==> src/sv/hrbf_pkg.sv <==
package hrbf_pkg;

    localparam int LENGTH_WIDTH_DEF  = 32;
    localparam int SIZE_LINE_MAX_DEF = 30;
    localparam logic [15:0] MAX_HEAD_LEN_RST = 16'd8192;

    localparam logic [2:0] PH_HEAD  = 3'd0;
    localparam logic [2:0] PH_BODY  = 3'd1;
    localparam logic [2:0] PH_SIZE  = 3'd2;
    localparam logic [2:0] PH_DATA  = 3'd3;
    localparam logic [2:0] PH_CRLF  = 3'd4;
    localparam logic [2:0] PH_FINAL = 3'd5;

    localparam logic [2:0] ERR_NONE     = 3'd0;
    localparam logic [2:0] ERR_HEAD_LEN = 3'd1;
    localparam logic [2:0] ERR_LENGTH   = 3'd2;
    localparam logic [2:0] ERR_SIZE     = 3'd3;
    localparam logic [2:0] ERR_SIZE_LEN = 3'd4;
    localparam logic [2:0] ERR_CRLF     = 3'd5;
    localparam logic [2:0] ERR_FINAL    = 3'd6;

    localparam logic [1:0] VS_NONE = 2'd0;
    localparam logic [1:0] VS_LEN  = 2'd1;
    localparam logic [1:0] VS_CONN = 2'd2;
    localparam logic [1:0] VS_TE   = 2'd3;

    localparam logic [7:0] CH_CR    = 8'h0D;
    localparam logic [7:0] CH_LF    = 8'h0A;
    localparam logic [7:0] CH_COLON = 8'h3A;
    localparam logic [7:0] CH_SEMI  = 8'h3B;

    localparam logic [135:0] W_CL      = "content-length";
    localparam logic [135:0] W_CONN    = "connection";
    localparam logic [135:0] W_TE      = "transfer-encoding";
    localparam logic [135:0] W_CHUNKED = "chunked";
    localparam logic [135:0] W_KA      = "keep-alive";
    localparam logic [135:0] W_CLOSE   = "close";

    typedef struct packed {
        logic       first;
        logic       stage;
        logic [4:0] pos;
        logic       ws;
        logic       started;
        logic       bad;
        logic [2:0] nm;
        logic [1:0] vs;
    } ln_t;

    localparam ln_t LN_START = '{first: 1'b1, stage: 1'b0, pos: 5'd0, ws: 1'b0,
                                 started: 1'b0, bad: 1'b0, nm: 3'd7, vs: VS_NONE};

    typedef struct packed {
        logic line_done;
        logic eol_bad;
        logic len_we;
        logic chunk_set;
        logic ka_we;
        logic ka_val;
    } hl_ctl_t;

    typedef struct packed {
        logic       forward;
        logic [2:0] phase;
        logic       msg_end;
        logic       close_after;
        logic [2:0] error_code;
    } res_t;

    function automatic logic [7:0] to_lower(input logic [7:0] c);
        return (c >= 8'h41 && c <= 8'h5A) ? (c | 8'h20) : c;
    endfunction

    function automatic logic is_blank(input logic [7:0] c);
        return c == 8'h20 || c == 8'h09;
    endfunction

    // True when the word has character c at position pos.
    function automatic logic word_hit(input logic [135:0] w, input int len,
                                      input logic [4:0] pos, input logic [7:0] c);
        int idx;
        idx = 8 * (len - 1 - int'(pos));
        if (int'(pos) >= len)
            return 1'b0;
        return w[idx +: 8] == c;
    endfunction

endpackage

==> src/sv/hrbf_hdr_line.sv <==
module hrbf_hdr_line #(
    parameter int LENGTH_WIDTH = hrbf_pkg::LENGTH_WIDTH_DEF
) (
    input  hrbf_pkg::ln_t           ln,
    input  logic [LENGTH_WIDTH-1:0] val,
    input  logic                    pend_cr,
    input  logic [7:0]              data_byte,
    output hrbf_pkg::ln_t           ln_next,
    output logic [LENGTH_WIDTH-1:0] val_next,
    output logic                    pend_cr_next,
    output hrbf_pkg::hl_ctl_t       ctl
);

    localparam int LW = LENGTH_WIDTH;

    function automatic logic [4:0] pos_inc(input logic [4:0] p);
        return (p == 5'h1F) ? p : p + 5'd1;
    endfunction

    function automatic void tok_end(input hrbf_pkg::ln_t s, output hrbf_pkg::ln_t so,
                                    output logic we, output logic kv);
        so = s;
        we = 1'b0;
        kv = 1'b0;
        if (s.nm[0] && s.pos == 5'd10)
        begin
            we = 1'b1;
            kv = 1'b1;
        end
        else if (s.nm[1] && s.pos == 5'd5)
        begin
            we = 1'b1;
        end
        so.nm = 3'd3;
        so.pos = 5'd0;
        so.ws = 1'b0;
        so.started = 1'b0;
    endfunction

    function automatic void char_step(input hrbf_pkg::ln_t s, input logic [LW-1:0] v,
                                      input logic [7:0] c, output hrbf_pkg::ln_t so,
                                      output logic [LW-1:0] vo, output logic we,
                                      output logic kv);
        logic [7:0]    lc;
        logic [1:0]    kind;
        logic [LW+3:0] prod;
        so = s;
        vo = v;
        we = 1'b0;
        kv = 1'b0;
        lc = hrbf_pkg::to_lower(c);
        kind = hrbf_pkg::VS_NONE;
        prod = '0;
        if (!s.first)
        begin
            if (!s.stage)
            begin
                if (c == hrbf_pkg::CH_COLON)
                begin
                    if (s.nm[0] && s.pos == 5'd14) kind = hrbf_pkg::VS_LEN;
                    if (s.nm[1] && s.pos == 5'd10) kind = hrbf_pkg::VS_CONN;
                    if (s.nm[2] && s.pos == 5'd17) kind = hrbf_pkg::VS_TE;
                    so.vs = kind;
                    so.stage = 1'b1;
                    so.pos = 5'd0;
                    so.ws = 1'b0;
                    so.started = 1'b0;
                    so.bad = 1'b0;
                    vo = '0;
                    so.nm = (kind == hrbf_pkg::VS_CONN) ? 3'd3 : 3'd1;
                end
                else if (hrbf_pkg::is_blank(c))
                begin
                    so.ws = 1'b1;
                end
                else
                begin
                    so.nm[0] = s.nm[0] && !s.ws && hrbf_pkg::word_hit(hrbf_pkg::W_CL, 14, s.pos, lc);
                    so.nm[1] = s.nm[1] && !s.ws
                               && hrbf_pkg::word_hit(hrbf_pkg::W_CONN, 10, s.pos, lc);
                    so.nm[2] = s.nm[2] && !s.ws && hrbf_pkg::word_hit(hrbf_pkg::W_TE, 17, s.pos, lc);
                    so.pos = pos_inc(s.pos);
                end
            end
            else
            begin
                unique case (s.vs)
                    hrbf_pkg::VS_LEN:
                    begin
                        if (s.started || !hrbf_pkg::is_blank(c))
                        begin
                            so.started = 1'b1;
                            if (c >= 8'h30 && c <= 8'h39)
                            begin
                                prod = ({4'b0, v} << 3) + ({4'b0, v} << 1)
                                       + (LW+4)'(c - 8'h30);
                                if (prod[LW+3:LW] != 4'd0)
                                    so.bad = 1'b1;
                                else
                                    vo = prod[LW-1:0];
                            end
                            else
                            begin
                                so.bad = 1'b1;
                            end
                        end
                    end
                    hrbf_pkg::VS_TE:
                    begin
                        if (s.started || !hrbf_pkg::is_blank(c))
                        begin
                            so.started = 1'b1;
                            so.nm[0] = s.nm[0]
                                       && hrbf_pkg::word_hit(hrbf_pkg::W_CHUNKED, 7, s.pos, lc);
                            so.pos = pos_inc(s.pos);
                        end
                    end
                    hrbf_pkg::VS_CONN:
                    begin
                        if (c == hrbf_pkg::CH_SEMI)
                        begin
                            tok_end(s, so, we, kv);
                        end
                        else if (hrbf_pkg::is_blank(c))
                        begin
                            if (s.started) so.ws = 1'b1;
                        end
                        else
                        begin
                            so.started = 1'b1;
                            so.nm[0] = s.nm[0] && !s.ws
                                       && hrbf_pkg::word_hit(hrbf_pkg::W_KA, 10, s.pos, lc);
                            so.nm[1] = s.nm[1] && !s.ws
                                       && hrbf_pkg::word_hit(hrbf_pkg::W_CLOSE, 5, s.pos, lc);
                            so.pos = pos_inc(s.pos);
                        end
                    end
                    default:
                    begin
                    end
                endcase
            end
        end
    endfunction

    hrbf_pkg::ln_t   ln_a;
    hrbf_pkg::ln_t   ln_b;
    hrbf_pkg::ln_t   ln_t_end;
    logic [LW-1:0]   val_a;
    logic [LW-1:0]   val_b;
    logic            we_a;
    logic            kv_a;
    logic            we_b;
    logic            kv_b;
    logic            we_e;
    logic            kv_e;

    always_comb
    begin
        ln_next = ln;
        val_next = val;
        pend_cr_next = pend_cr;
        ctl = '0;
        ln_a = ln;
        val_a = val;
        we_a = 1'b0;
        kv_a = 1'b0;
        ln_b = ln;
        val_b = val;
        we_b = 1'b0;
        kv_b = 1'b0;
        ln_t_end = ln;
        we_e = 1'b0;
        kv_e = 1'b0;

        // A CR held back from the previous byte is either a line end or plain text.
        if (pend_cr && data_byte == hrbf_pkg::CH_LF)
        begin
            pend_cr_next = 1'b0;
            ctl.line_done = 1'b1;
            if (!ln.first && ln.stage)
            begin
                unique case (ln.vs)
                    hrbf_pkg::VS_LEN:
                    begin
                        if (ln.bad)
                            ctl.eol_bad = 1'b1;
                        else
                            ctl.len_we = 1'b1;
                    end
                    hrbf_pkg::VS_CONN:
                    begin
                        tok_end(ln, ln_t_end, we_e, kv_e);
                        ctl.ka_we = we_e;
                        ctl.ka_val = kv_e;
                    end
                    hrbf_pkg::VS_TE:
                    begin
                        ctl.chunk_set = ln.nm[0] && ln.pos == 5'd7;
                    end
                    default:
                    begin
                    end
                endcase
            end
            ln_next = hrbf_pkg::LN_START;
            ln_next.first = 1'b0;
            val_next = '0;
        end
        else
        begin
            if (pend_cr)
                char_step(ln, val, hrbf_pkg::CH_CR, ln_a, val_a, we_a, kv_a);
            if (data_byte == hrbf_pkg::CH_CR)
            begin
                pend_cr_next = 1'b1;
                ln_next = ln_a;
                val_next = val_a;
                ctl.ka_we = we_a;
                ctl.ka_val = kv_a;
            end
            else
            begin
                pend_cr_next = 1'b0;
                char_step(ln_a, val_a, data_byte, ln_b, val_b, we_b, kv_b);
                ln_next = ln_b;
                val_next = val_b;
                ctl.ka_we = we_a || we_b;
                ctl.ka_val = we_b ? kv_b : kv_a;
            end
        end
    end

endmodule

==> src/sv/hrbf_core.sv <==
module hrbf_core #(
    parameter int LENGTH_WIDTH  = hrbf_pkg::LENGTH_WIDTH_DEF,
    parameter int SIZE_LINE_MAX = hrbf_pkg::SIZE_LINE_MAX_DEF
) (
    input  logic               clk,
    input  logic               rst_n,
    input  logic               step,
    input  logic [7:0]         data_byte,
    input  logic [15:0]        max_head_len,
    output hrbf_pkg::res_t     res
);

    localparam int LW = LENGTH_WIDTH;
    localparam int SW = $clog2(SIZE_LINE_MAX + 2);

    logic [2:0]      phase_reg, phase_next;
    logic [LW-1:0]   remaining_reg, remaining_next;
    logic [15:0]     head_count_reg, head_count_next;
    logic            keep_alive_reg, keep_alive_next;
    logic            chunked_reg, chunked_next;
    logic [SW-1:0]   slc_reg, slc_next;
    logic [1:0]      let_reg, let_next;
    logic [2:0]      error_reg, error_next;
    logic            close_reg, close_next;
    logic            pend_cr_reg, pend_cr_next;
    hrbf_pkg::ln_t   ln_reg, ln_next;
    logic [LW-1:0]   val_reg, val_next;

    hrbf_pkg::ln_t     hl_ln;
    logic [LW-1:0]     hl_val;
    logic              hl_pcr;
    hrbf_pkg::hl_ctl_t hl_ctl;

    hrbf_hdr_line #(
        .LENGTH_WIDTH(LW)
    ) u_hdr_line (
        .ln(ln_reg),
        .val(val_reg),
        .pend_cr(pend_cr_reg),
        .data_byte(data_byte),
        .ln_next(hl_ln),
        .val_next(hl_val),
        .pend_cr_next(hl_pcr),
        .ctl(hl_ctl)
    );

    logic          fwd;
    logic          msg_done;
    logic [2:0]    err;
    logic          done;
    logic          sdone;
    logic [LW-1:0] rem_dec;
    logic [LW+3:0] prod;
    logic [3:0]    hex_d;
    logic          hex_ok;
    logic [7:0]    lc;

    always_comb
    begin
        phase_next = phase_reg;
        remaining_next = remaining_reg;
        head_count_next = head_count_reg;
        keep_alive_next = keep_alive_reg;
        chunked_next = chunked_reg;
        slc_next = slc_reg;
        let_next = let_reg;
        error_next = error_reg;
        close_next = close_reg;
        pend_cr_next = pend_cr_reg;
        ln_next = ln_reg;
        val_next = val_reg;
        fwd = 1'b0;
        msg_done = 1'b0;
        err = hrbf_pkg::ERR_NONE;
        done = 1'b0;
        sdone = 1'b0;
        rem_dec = (remaining_reg != '0) ? remaining_reg - LW'(1) : remaining_reg;
        prod = '0;
        lc = hrbf_pkg::to_lower(data_byte);
        hex_ok = 1'b1;
        hex_d = 4'd0;
        if (data_byte >= 8'h30 && data_byte <= 8'h39)
            hex_d = 4'(data_byte - 8'h30);
        else if (lc >= 8'h61 && lc <= 8'h66)
            hex_d = 4'(lc - 8'h57);
        else
            hex_ok = 1'b0;

        if (error_reg == hrbf_pkg::ERR_NONE && !close_reg)
        begin
            unique case (phase_reg)
                hrbf_pkg::PH_HEAD:
                begin
                    // Track CR LF CR LF for the blank line that ends the header.
                    if (data_byte == hrbf_pkg::CH_CR)
                        let_next = (let_reg == 2'd2) ? 2'd3 : 2'd1;
                    else if (data_byte == hrbf_pkg::CH_LF)
                    begin
                        done = (let_reg == 2'd3);
                        let_next = (let_reg == 2'd1) ? 2'd2 : 2'd0;
                    end
                    else
                        let_next = 2'd0;
                    ln_next = hl_ln;
                    val_next = hl_val;
                    pend_cr_next = hl_pcr;
                    if (hl_ctl.ka_we) keep_alive_next = hl_ctl.ka_val;
                    if (hl_ctl.len_we)
                    begin
                        remaining_next = val_reg;
                        chunked_next = 1'b0;
                    end
                    if (hl_ctl.chunk_set) chunked_next = 1'b1;
                    if (hl_ctl.eol_bad)
                        err = hrbf_pkg::ERR_LENGTH;
                    else
                    begin
                        if (head_count_reg != 16'hFFFF)
                            head_count_next = head_count_reg + 16'd1;
                        if (done)
                        begin
                            fwd = 1'b1;
                            if (chunked_next)
                            begin
                                phase_next = hrbf_pkg::PH_SIZE;
                                slc_next = '0;
                                val_next = '0;
                                ln_next.bad = 1'b0;
                                pend_cr_next = 1'b0;
                            end
                            else
                            begin
                                phase_next = hrbf_pkg::PH_BODY;
                                msg_done = (remaining_next == '0);
                            end
                        end
                        else if (head_count_next > max_head_len)
                            err = hrbf_pkg::ERR_HEAD_LEN;
                        else
                            fwd = 1'b1;
                    end
                end
                hrbf_pkg::PH_BODY:
                begin
                    fwd = 1'b1;
                    remaining_next = rem_dec;
                    msg_done = (rem_dec == '0);
                end
                hrbf_pkg::PH_SIZE:
                begin
                    if (slc_reg != {SW{1'b1}})
                        slc_next = slc_reg + SW'(1);
                    if (pend_cr_reg)
                    begin
                        pend_cr_next = 1'b0;
                        if (data_byte == hrbf_pkg::CH_LF)
                            sdone = 1'b1;
                        else
                            ln_next.bad = 1'b1;
                    end
                    if (!sdone)
                    begin
                        if (data_byte == hrbf_pkg::CH_CR)
                            pend_cr_next = 1'b1;
                        else if (hex_ok)
                        begin
                            prod = ({4'b0, val_reg} << 4) + (LW+4)'(hex_d);
                            if (prod[LW+3:LW] != 4'd0)
                                ln_next.bad = 1'b1;
                            else
                                val_next = prod[LW-1:0];
                        end
                        else
                            ln_next.bad = 1'b1;
                    end
                    if (sdone)
                    begin
                        if (ln_next.bad)
                            err = hrbf_pkg::ERR_SIZE;
                        else
                        begin
                            fwd = 1'b1;
                            if (val_reg == '0)
                            begin
                                phase_next = hrbf_pkg::PH_FINAL;
                                let_next = 2'd0;
                            end
                            else
                            begin
                                remaining_next = val_reg;
                                phase_next = hrbf_pkg::PH_DATA;
                            end
                        end
                    end
                    else if (slc_next > SW'(SIZE_LINE_MAX))
                        err = hrbf_pkg::ERR_SIZE_LEN;
                    else
                        fwd = 1'b1;
                end
                hrbf_pkg::PH_DATA:
                begin
                    fwd = 1'b1;
                    remaining_next = rem_dec;
                    if (rem_dec == '0)
                    begin
                        phase_next = hrbf_pkg::PH_CRLF;
                        let_next = 2'd0;
                    end
                end
                hrbf_pkg::PH_CRLF, hrbf_pkg::PH_FINAL:
                begin
                    if (let_reg == 2'd0)
                    begin
                        if (data_byte == hrbf_pkg::CH_CR)
                        begin
                            fwd = 1'b1;
                            let_next = 2'd1;
                        end
                        else
                            err = (phase_reg == hrbf_pkg::PH_CRLF) ? hrbf_pkg::ERR_CRLF
                                                                   : hrbf_pkg::ERR_FINAL;
                    end
                    else if (data_byte == hrbf_pkg::CH_LF)
                    begin
                        fwd = 1'b1;
                        let_next = 2'd0;
                        if (phase_reg == hrbf_pkg::PH_CRLF)
                        begin
                            phase_next = hrbf_pkg::PH_SIZE;
                            slc_next = '0;
                            val_next = '0;
                            ln_next.bad = 1'b0;
                            pend_cr_next = 1'b0;
                        end
                        else
                            msg_done = 1'b1;
                    end
                    else
                        err = (phase_reg == hrbf_pkg::PH_CRLF) ? hrbf_pkg::ERR_CRLF
                                                               : hrbf_pkg::ERR_FINAL;
                end
                default:
                begin
                end
            endcase

            if (msg_done)
            begin
                if (keep_alive_next)
                begin
                    phase_next = hrbf_pkg::PH_HEAD;
                    remaining_next = '0;
                    head_count_next = '0;
                    chunked_next = 1'b0;
                    let_next = 2'd0;
                    slc_next = '0;
                    pend_cr_next = 1'b0;
                    ln_next = hrbf_pkg::LN_START;
                    val_next = '0;
                end
                else
                    close_next = 1'b1;
            end
            if (err != hrbf_pkg::ERR_NONE)
            begin
                error_next = err;
                fwd = 1'b0;
                msg_done = 1'b0;
            end
        end

        res.forward = fwd;
        res.phase = phase_reg;
        res.msg_end = msg_done;
        res.close_after = close_next;
        res.error_code = error_next;
    end

    always_ff @(posedge clk or negedge rst_n)
    begin
        if (!rst_n)
        begin
            phase_reg <= hrbf_pkg::PH_HEAD;
            remaining_reg <= '0;
            head_count_reg <= '0;
            keep_alive_reg <= 1'b0;
            chunked_reg <= 1'b0;
            slc_reg <= '0;
            let_reg <= 2'd0;
            error_reg <= hrbf_pkg::ERR_NONE;
            close_reg <= 1'b0;
            pend_cr_reg <= 1'b0;
            ln_reg <= hrbf_pkg::LN_START;
            val_reg <= '0;
        end
        else if (step)
        begin
            phase_reg <= phase_next;
            remaining_reg <= remaining_next;
            head_count_reg <= head_count_next;
            keep_alive_reg <= keep_alive_next;
            chunked_reg <= chunked_next;
            slc_reg <= slc_next;
            let_reg <= let_next;
            error_reg <= error_next;
            close_reg <= close_next;
            pend_cr_reg <= pend_cr_next;
            ln_reg <= ln_next;
            val_reg <= val_next;
        end
    end

endmodule

==> src/sv/http_response_body_framer.sv <==
// Channel   Direction  Handshake              Payload
// in        input      in_valid / in_ready    data_byte
// out       output     out_valid / out_ready  out_byte, forward, phase, msg_end,
//                                             close_after, error_code
// cfg       input      cfg_wr_en              cfg_wr_data (max_head_len)
//
// Each request produces one result in the cycle after it is accepted; one byte per cycle
// is sustained while out_ready is high, set by the state update in the framing core.
// The output register frees in the same cycle it is taken, so in_ready stays high
// while out_ready is high. A stalled output holds one result and blocks input.
// Reset clears all framing state, and max_head_len returns to 8192.
module http_response_body_framer #(
    parameter int LENGTH_WIDTH  = hrbf_pkg::LENGTH_WIDTH_DEF,
    parameter int SIZE_LINE_MAX = hrbf_pkg::SIZE_LINE_MAX_DEF
) (
    input  logic        clk,
    input  logic        rst_n,
    input  logic        in_valid,
    output logic        in_ready,
    input  logic [7:0]  data_byte,
    output logic        out_valid,
    input  logic        out_ready,
    output logic [7:0]  out_byte,
    output logic        forward,
    output logic [2:0]  phase,
    output logic        msg_end,
    output logic        close_after,
    output logic [2:0]  error_code,
    input  logic        cfg_wr_en,
    input  logic [15:0] cfg_wr_data
);

    logic [15:0]    max_head_len_reg;
    logic           out_valid_reg, out_valid_next;
    logic [7:0]     out_byte_reg;
    hrbf_pkg::res_t res_reg;
    hrbf_pkg::res_t res;
    logic           accept;

    assign in_ready = !out_valid_reg || out_ready;
    assign accept = in_valid && in_ready;

    hrbf_core #(
        .LENGTH_WIDTH(LENGTH_WIDTH),
        .SIZE_LINE_MAX(SIZE_LINE_MAX)
    ) u_core (
        .clk(clk),
        .rst_n(rst_n),
        .step(accept),
        .data_byte(data_byte),
        .max_head_len(max_head_len_reg),
        .res(res)
    );

    always_comb
    begin
        out_valid_next = out_valid_reg;
        if (accept)
            out_valid_next = 1'b1;
        else if (out_ready)
            out_valid_next = 1'b0;
    end

    always_ff @(posedge clk or negedge rst_n)
    begin
        if (!rst_n)
        begin
            max_head_len_reg <= hrbf_pkg::MAX_HEAD_LEN_RST;
            out_valid_reg <= 1'b0;
        end
        else
        begin
            if (cfg_wr_en)
                max_head_len_reg <= cfg_wr_data;
            out_valid_reg <= out_valid_next;
        end
    end

    always_ff @(posedge clk)
    begin
        if (accept)
        begin
            out_byte_reg <= data_byte;
            res_reg <= res;
        end
    end

    assign out_valid = out_valid_reg;
    assign out_byte = out_byte_reg;
    assign forward = res_reg.forward;
    assign phase = res_reg.phase;
    assign msg_end = res_reg.msg_end;
    assign close_after = res_reg.close_after;
    assign error_code = res_reg.error_code;

    a_accept_gives_result: assert property (@(posedge clk) disable iff (!rst_n)
        accept |=> out_valid)
        else $error("accepted request produced no result");

    a_error_drops: assert property (@(posedge clk) disable iff (!rst_n)
        (out_valid && error_code != hrbf_pkg::ERR_NONE) |-> (!forward && !msg_end))
        else $error("byte forwarded after an error");

    a_end_forwarded: assert property (@(posedge clk) disable iff (!rst_n)
        (out_valid && msg_end) |-> forward)
        else $error("message end on a dropped byte");

    a_close_drops: assert property (@(posedge clk) disable iff (!rst_n)
        (out_valid && close_after && !msg_end) |-> !forward)
        else $error("byte forwarded after close");

endmodule

==> config.mk <==
export PLATFORM = sky130hd
export DESIGN_NAME = http_response_body_framer
export DESIGN_NICKNAME = d
export VERILOG_FILES = /design/src/sv/hrbf_pkg.sv /design/src/sv/hrbf_hdr_line.sv /design/src/sv/hrbf_core.sv /design/src/sv/http_response_body_framer.sv
export SDC_FILE = /design/constraint.sdc
export NUM_CORES = 1
export LEC_CHECK = 0
export BUFFER_PORTS_ARGS = -buffer_cell sky130_fd_sc_hd__buf_2
export CORE_UTILIZATION = 50
export CTS_BUF_LIST = sky130_fd_sc_hd__clkbuf_4 sky130_fd_sc_hd__clkbuf_8
export DETAILED_ROUTE_END_ITERATION = 8
export PLACE_DENSITY = 0.75
export SYNTH_ARGS = -nofsm -noshare
export SYNTH_HDL_FRONTEND = slang
export SYNTH_SLANG_ARGS = --single-unit
export TNS_END_PERCENT = 30
==> constraint.sdc <==
create_clock -name clk -period 5.2 [get_ports clk]
set_clock_uncertainty 0.2 [all_clocks]
set_input_delay 0.26 -clock clk [delete_from_list [all_inputs] [get_ports clk]]
set_output_delay 0.26 -clock clk [all_outputs]
set_load 0.01 [all_outputs]
Word-level counts from Yosys, hierarchy flattened:

Index checks and enable logic that the tools add are counted.

* $add $sub $neg: 21
* multipliers: 0
* div/mod/pow operators: 0
* order comparisons: 18
* eq/ne operators: 44
* shift-type cells: 12
* muxes and demuxes: 412
* bitwise logic cells: 1
* reductions and logical operators: 60

Operator list (count)
* 136-bit by 9-bit indexed part select with 8-bit output, first input constant: 12
* 32-bit two-way mux: 31
* 1-bit two-way mux: 263
* 32-bit case mux with 3 select lines: 2
* 16-bit two-way mux: 8
* 5-bit two-way mux: 21
* 32-bit logical NOT: 3
* 15-bit two-way mux: 6
* 8-bit by 4-bit equality test with 1-bit output, second input constant: 9
* 2-bit two-way mux: 36
* 3-bit two-way mux: 24
* 8-bit equality test: 6
* 35-bit by 33-bit adder with 36-bit output: 1
* 36-bit adder: 1
* 36-bit by 4-bit adder with 36-bit output: 1
* 1-bit logical AND: 33
* 32-bit nonzero test: 1
* 32-bit by 1-bit subtractor with 32-bit output, second input constant: 1
* 8-bit by 6-bit equality test with 1-bit output, second input constant: 3
* 3-bit by 5-bit subtractor with 6-bit output, first input constant: 4
* 4-bit by 5-bit subtractor with 6-bit output, first input constant: 4
* 5-bit by 3-bit >= comparator with 1-bit output, second input constant: 4
* 5-bit by 4-bit >= comparator with 1-bit output, second input constant: 4
* 16-bit by 1-bit adder with 16-bit output, second input constant: 1
* other kinds (47): 89

* bits in registers: 146
* latch bits: 0
* memory bits (writable): 0
* bits in read-only memories: 0
* input bits: 29
* output and inout port bits: 19
* word-level logic and storage cells: 595
* memories: 0

Logic depth before layout (Yosys ltp):

* depth after elaboration: 50
* depth in mapped cells: 22
* mapped depth without buffers: 19

Hierarchy:

From an unflattened synthesis, not the netlist that was laid out.

* cells, all modules: 2031
* area, all modules: 15921.5 um^2

Modules (own cells, without submodules)
* hrbf_core: times used 1, cells an instance 1033, area an instance 8334.2 um^2, seq. area each 2807.7 um^2
* hrbf_hdr_line: times used 1, cells an instance 943, area an instance 6382.4 um^2, seq. area each 0.0 um^2
* http_response_body_framer: times used 1, cells an instance 55, area an instance 1204.9 um^2, seq. area each 937.1 um^2

Worst setup path after synthesis:

No wires, ideal clock.

* path kind: input to register
* start point: input port data_byte[7]
* end point: register u_core.val_reg[30]
* setup time: 121 ps
* arrival: 6380 ps
* required time: 4879 ps
* setup slack: -1501 ps
* stages on the path: 16
* path buffers: 2
* cell sequence: buf_2 or2_2 nor2_1 fa_1 ha_1 clkbuf_1 nand4_1 nor4_1 nand3_1 a21oi_1 o31a_1 o2111ai_1 o31a_1 a21boi_0 a211o_1 a22o_1

* cells in the longest elaborated chain, start to end: 17
* elaborated cells on any way between the ends: 91
* those cells by class: add/sub: 3; order compare: 6; eq/ne: 6; mux: 65; reduce/logical: 11

Ends and longest elaborated chain
* from (decl): RTL line http_response_body_framer.sv:20 `input logic [7:0] data_byte,`
* branches (longest 16 deep; another with 36-bit by 4-bit adder with 36-bit output)
* 32-bit two-way mux *: RTL line hrbf_core.sv:247 `if (msg_done)`
* to (signal assigned): RTL line hrbf_core.sv:309 `val_reg <= val_next;`
* to (decl): RTL line hrbf_core.sv:27 `logic [LW-1:0] val_reg, val_next;`

Every way passes the cells marked *. The select of a mux whose other input is x is not followed.
A chain may end at the register's enable or synchronous reset.

Final worst setup path:

Same ends and word-level chain as after synthesis.

==> results.cfg <==
[outcome]
status = complete, no violations

[worst_setup_path]
timing.critical_path.from = data_byte[7]
timing.critical_path.arrival_ns = 5.19
reg2regPathDepth = 17
regToRegEndpoint = u_core.ln_reg[3]
crit_slowest_cell = dlygate4sd3_1
cp_cell_sequence = dlygate4sd3_1 > buf_2 > or2_2 > nor2_4 > buf_12 > fa_1 > ha_1 > nand4_1 > nor4_2 > nand3_1 > a21oi_1 > o31a_1 > o2111ai_2 > o31a_1 > a21boi_1 > a211o_1 > a22o_1
crit_required_ns = 5.40
cpPeakStageDelay_ns = 0.54
crit_path_max_fanout = 27
ff2ff_setup_slack_ns = 0.32
worstReg2RegStart = u_core.ln_reg[9]
setup.worst_path.start_class = primary input
worst_setup_path_type = primary input to flip-flop
end_kind = flip-flop
path_common_cell = o31a_1

[finish]
design_area_um2 = 17900
seq_area_um2 = 3740
design.final.nets = 2293
insertedDiodeCount = 0
multi_input_area_um2 = 11500
filler_cells_inserted = 2968
most-common-layout-cells = nand2_1 (216), nor2_1 (160), o21ai_0 (158)
final_common_cell = nand2_1
area_grow_syn2layout_pct = 11.1
final_layout_size_suffix_gt1_frac = 0.111

[synth]
synth_area_um2 = 16100
synthesis.instances = 2086
synth_area_per_cell_um2 = 7.71
yosys-top-cells-area = dfrtp_1 (19%), ha_1 (6.2%), nand2_1 (5.0%)
synth_largest_type_area_fraction = 0.193
synth_seq_cells = 146
synth_enable_flop_cells = 17
yosysSeqAreaShare = 0.233
yosysTopAreaCell = dfrtp_1
synthesis.yosys.warnings = 0
synthesis.nets = 2226
dominantRegCellSynth = dfrtp_1
synthDistinctLibCells = 96
postSynth.asyncResetShare = 0.884

[grt]
grt_usage = 0.371
grt_max_degree = 84
number_of_global_route_vias_before_repair = 16703
grt_pass1_wl_um = 96200
antenna_found_initial = 0
grt_overflow_total = 0

[power_and_ir_drop]
design_power_total_mw = 5.50
power_density_relative_to_cell_area_nw_per_um2 = 308
power.share.sequential = 0.247
p_clk_frac = 0.181
max-vdd-ir-drop_mv = 0.274
netSwitchingPower_mw = 2.74
power.internal_mw = 2.76
p_sw_frac = 0.499
total_leakage_power_nw = 7.25
share_comb_of_total_power = 0.572

[route]
detailroute.via_count = 18044
wl_um = 61500
drtPass1Iterations = 6
average_routed_wire_per_standard_cell_um = 24.0
drt-vias-per-instance = 7.03
drcViolationCount = 0
drt_iter0_drc = 2588
final_antenna_net_count = 0

[clocking]
clock_sink_count = 146
tritoncts.num_buffers = 17
clkLatencyLatePin_ns = 0.51
cts_max_path_buffers = 2
cts.reportedPaths.clkPinSlew_ns = 0.11
tritoncts = built
cts-htree-levels = 4
clk_root_buffer_cell = clkbuf_8

[timing]
worst_slack_ns = 0.212
drv_slew = 0
worst_slew_pin_slew_ns = 1.11
unrepaired_setup_endpoints_after_global_routing = false
fin_hold_ws_ns = 0.0307
fmax_mhz = 200
number_of_setup_violations_in_the_final_report = 0
timing.final.hold_violations = 0
fin_tns_setup_ns = 0
slew_headroom = 0.254
post-route-min-period_ns = 4.99
post-route-period-util = 0.959

[floorplan]
dieHeight_um = 181
coreArea_um2 = 31600
rows = 65
die_w_um = 181
start_util = 0.509
overall_die_area_um2 = 32900
design.portCount = 48

[worst_hold_path]
hold_path.class = primary input to flip-flop
worst_hold_startpoint = data_byte[4]
worst_hold_path.endpoint = out_byte[4]
hold-path-cell-count = 2

[placed_design]
port_buffers = 47
dpl_worst_slack_ns = 0.154
detailed_place_hpwl_um = 45600
routabilityCongestion = 0.988
detailed_place.area_um2 = 17000

[run]
cap_violations = 0
[synth_stat cells, types with 10 or more instances]
| library cell | number |
|---|---|
| and3_1 | 19 |
| ha_1 | 80 |
| mux2i_1 | 19 |
| nand2_1 | 216 |
| dfrtp_1 | 124 |
| a221oi_1 | 11 |
| o31ai_1 | 16 |
| a211oi_1 | 25 |
| xor2_1 | 27 |
| edfxtp_1 | 17 |
| a31o_2 | 11 |
| or2_2 | 10 |
| xnor2_1 | 52 |
| nor3_1 | 72 |
| nand4_1 | 45 |
| and2_1 | 23 |
| or3_1 | 17 |
| buf_2 | 20 |
| o21a_1 | 12 |
| nor2_1 | 162 |
| a31oi_1 | 50 |
| nand2b_1 | 22 |
| clkbuf_1 | 102 |
| a211o_1 | 11 |
| or4_1 | 14 |
| a22o_1 | 32 |
| o21ai_0 | 159 |
| nor2b_1 | 17 |
| o21ai_1 | 18 |
| fa_1 | 31 |
| o211ai_1 | 25 |
| a32oi_1 | 13 |
| inv_1 | 78 |
| a21o_1 | 31 |
| nor4_1 | 46 |
| a21oi_1 | 140 |
| o2bb2ai_1 | 35 |
| nand3_1 | 61 |
| a22oi_1 | 19 |
| o22ai_1 | 17 |
| a32o_1 | 11 |
[through the flow]
stage / util / std cells
3_5_place_dp: 0.540 / 2498
2_1_floorplan: - / 2086
6_report: 0.566 / 2568
3_3_place_gp: 0.540 / 2498
5_1_grt: 0.566 / 2568
4_1_cts: 0.565 / 2568
[routing by layer]
layer | GRT usage | up-vias | routed length [um]
met5 | 0 | - | 0
met4 | 0.169 | 0 | 2680
met3 | 0.0899 | 211 | 7280
met2 | 0.553 | 1185 | 26700
met1 | 0.505 | 8625 | 24900
li1 | - | 8023 | -
[final cells by class]
cell class,instances,share of cell area
well taps,402,0.0282
clock buffers,17,0.0131
inverters,83,0.0174
flip-flops and latches,146,0.210
multi-input cells,1722,0.645
clock inverters,15,0.0104
repair buffers,183,0.0767
[logic make-up after synthesis]
| kind of cell | count (synthesis) | share of synthesized area |
|---|---|---|
| AO/OA/AOI/OAI | 744 | 0.316 |
| XOR/XNOR | 79 | 0.0430 |
| adder cells (fa/ha/maj) | 111 | 0.101 |
| buffers and inverters | 218 | 0.0543 |
| flip-flops | 146 | 0.233 |
| multiplexers | 26 | 0.0167 |
| AND/OR/NAND/NOR | 762 | 0.236 |
[how the worst max path moves through the flow]
stage	slack (ns)	end	cells after the start
after floorplan	0.07	u_core.val_reg[30]	16
final	0.21	u_core.val_reg[30]	17
after CTS	0.12	u_core.val_reg[30]	17
after global placement	0.24	u_core.val_reg[30]	16
after global routing	0.06	u_core.ln_reg[3]	17
after detailed placement	0.15	u_core.val_reg[30]	16
[power groups by stage]
stage | Combinational, mW | Sequential [mW] | Clock (mW)
after global placement | 2.97 | 1.37 | 0
after CTS | 3.05 | 1.35 | 0.990
after floorplan | 2.12 | 1.32 | 0
final | 3.15 | 1.36 | 0.994
after global routing | 3.38 | 1.37 | 1.03
after detailed placement | 3.01 | 1.37 | 0
[repair_timing]
| item | in CTS | in global routing |
|---|---|---|
| endpoints found under the setup margin | 0 | 24 |
| resized for setup | 0 | 9 |
| hold buffers | 38 | 0 |
| hold endpoints to repair | 102 | 0 |
| setup buffers | 0 | 0 |
[worst max-delay path, delay by kind of cell]
kind            cells  cell delay (ns)
fa+ha+maj           2             0.86
compound gates      7             1.77
buf+inv             3             0.98
simple gates        5             1.29
(Power assumes the default switching activity.)
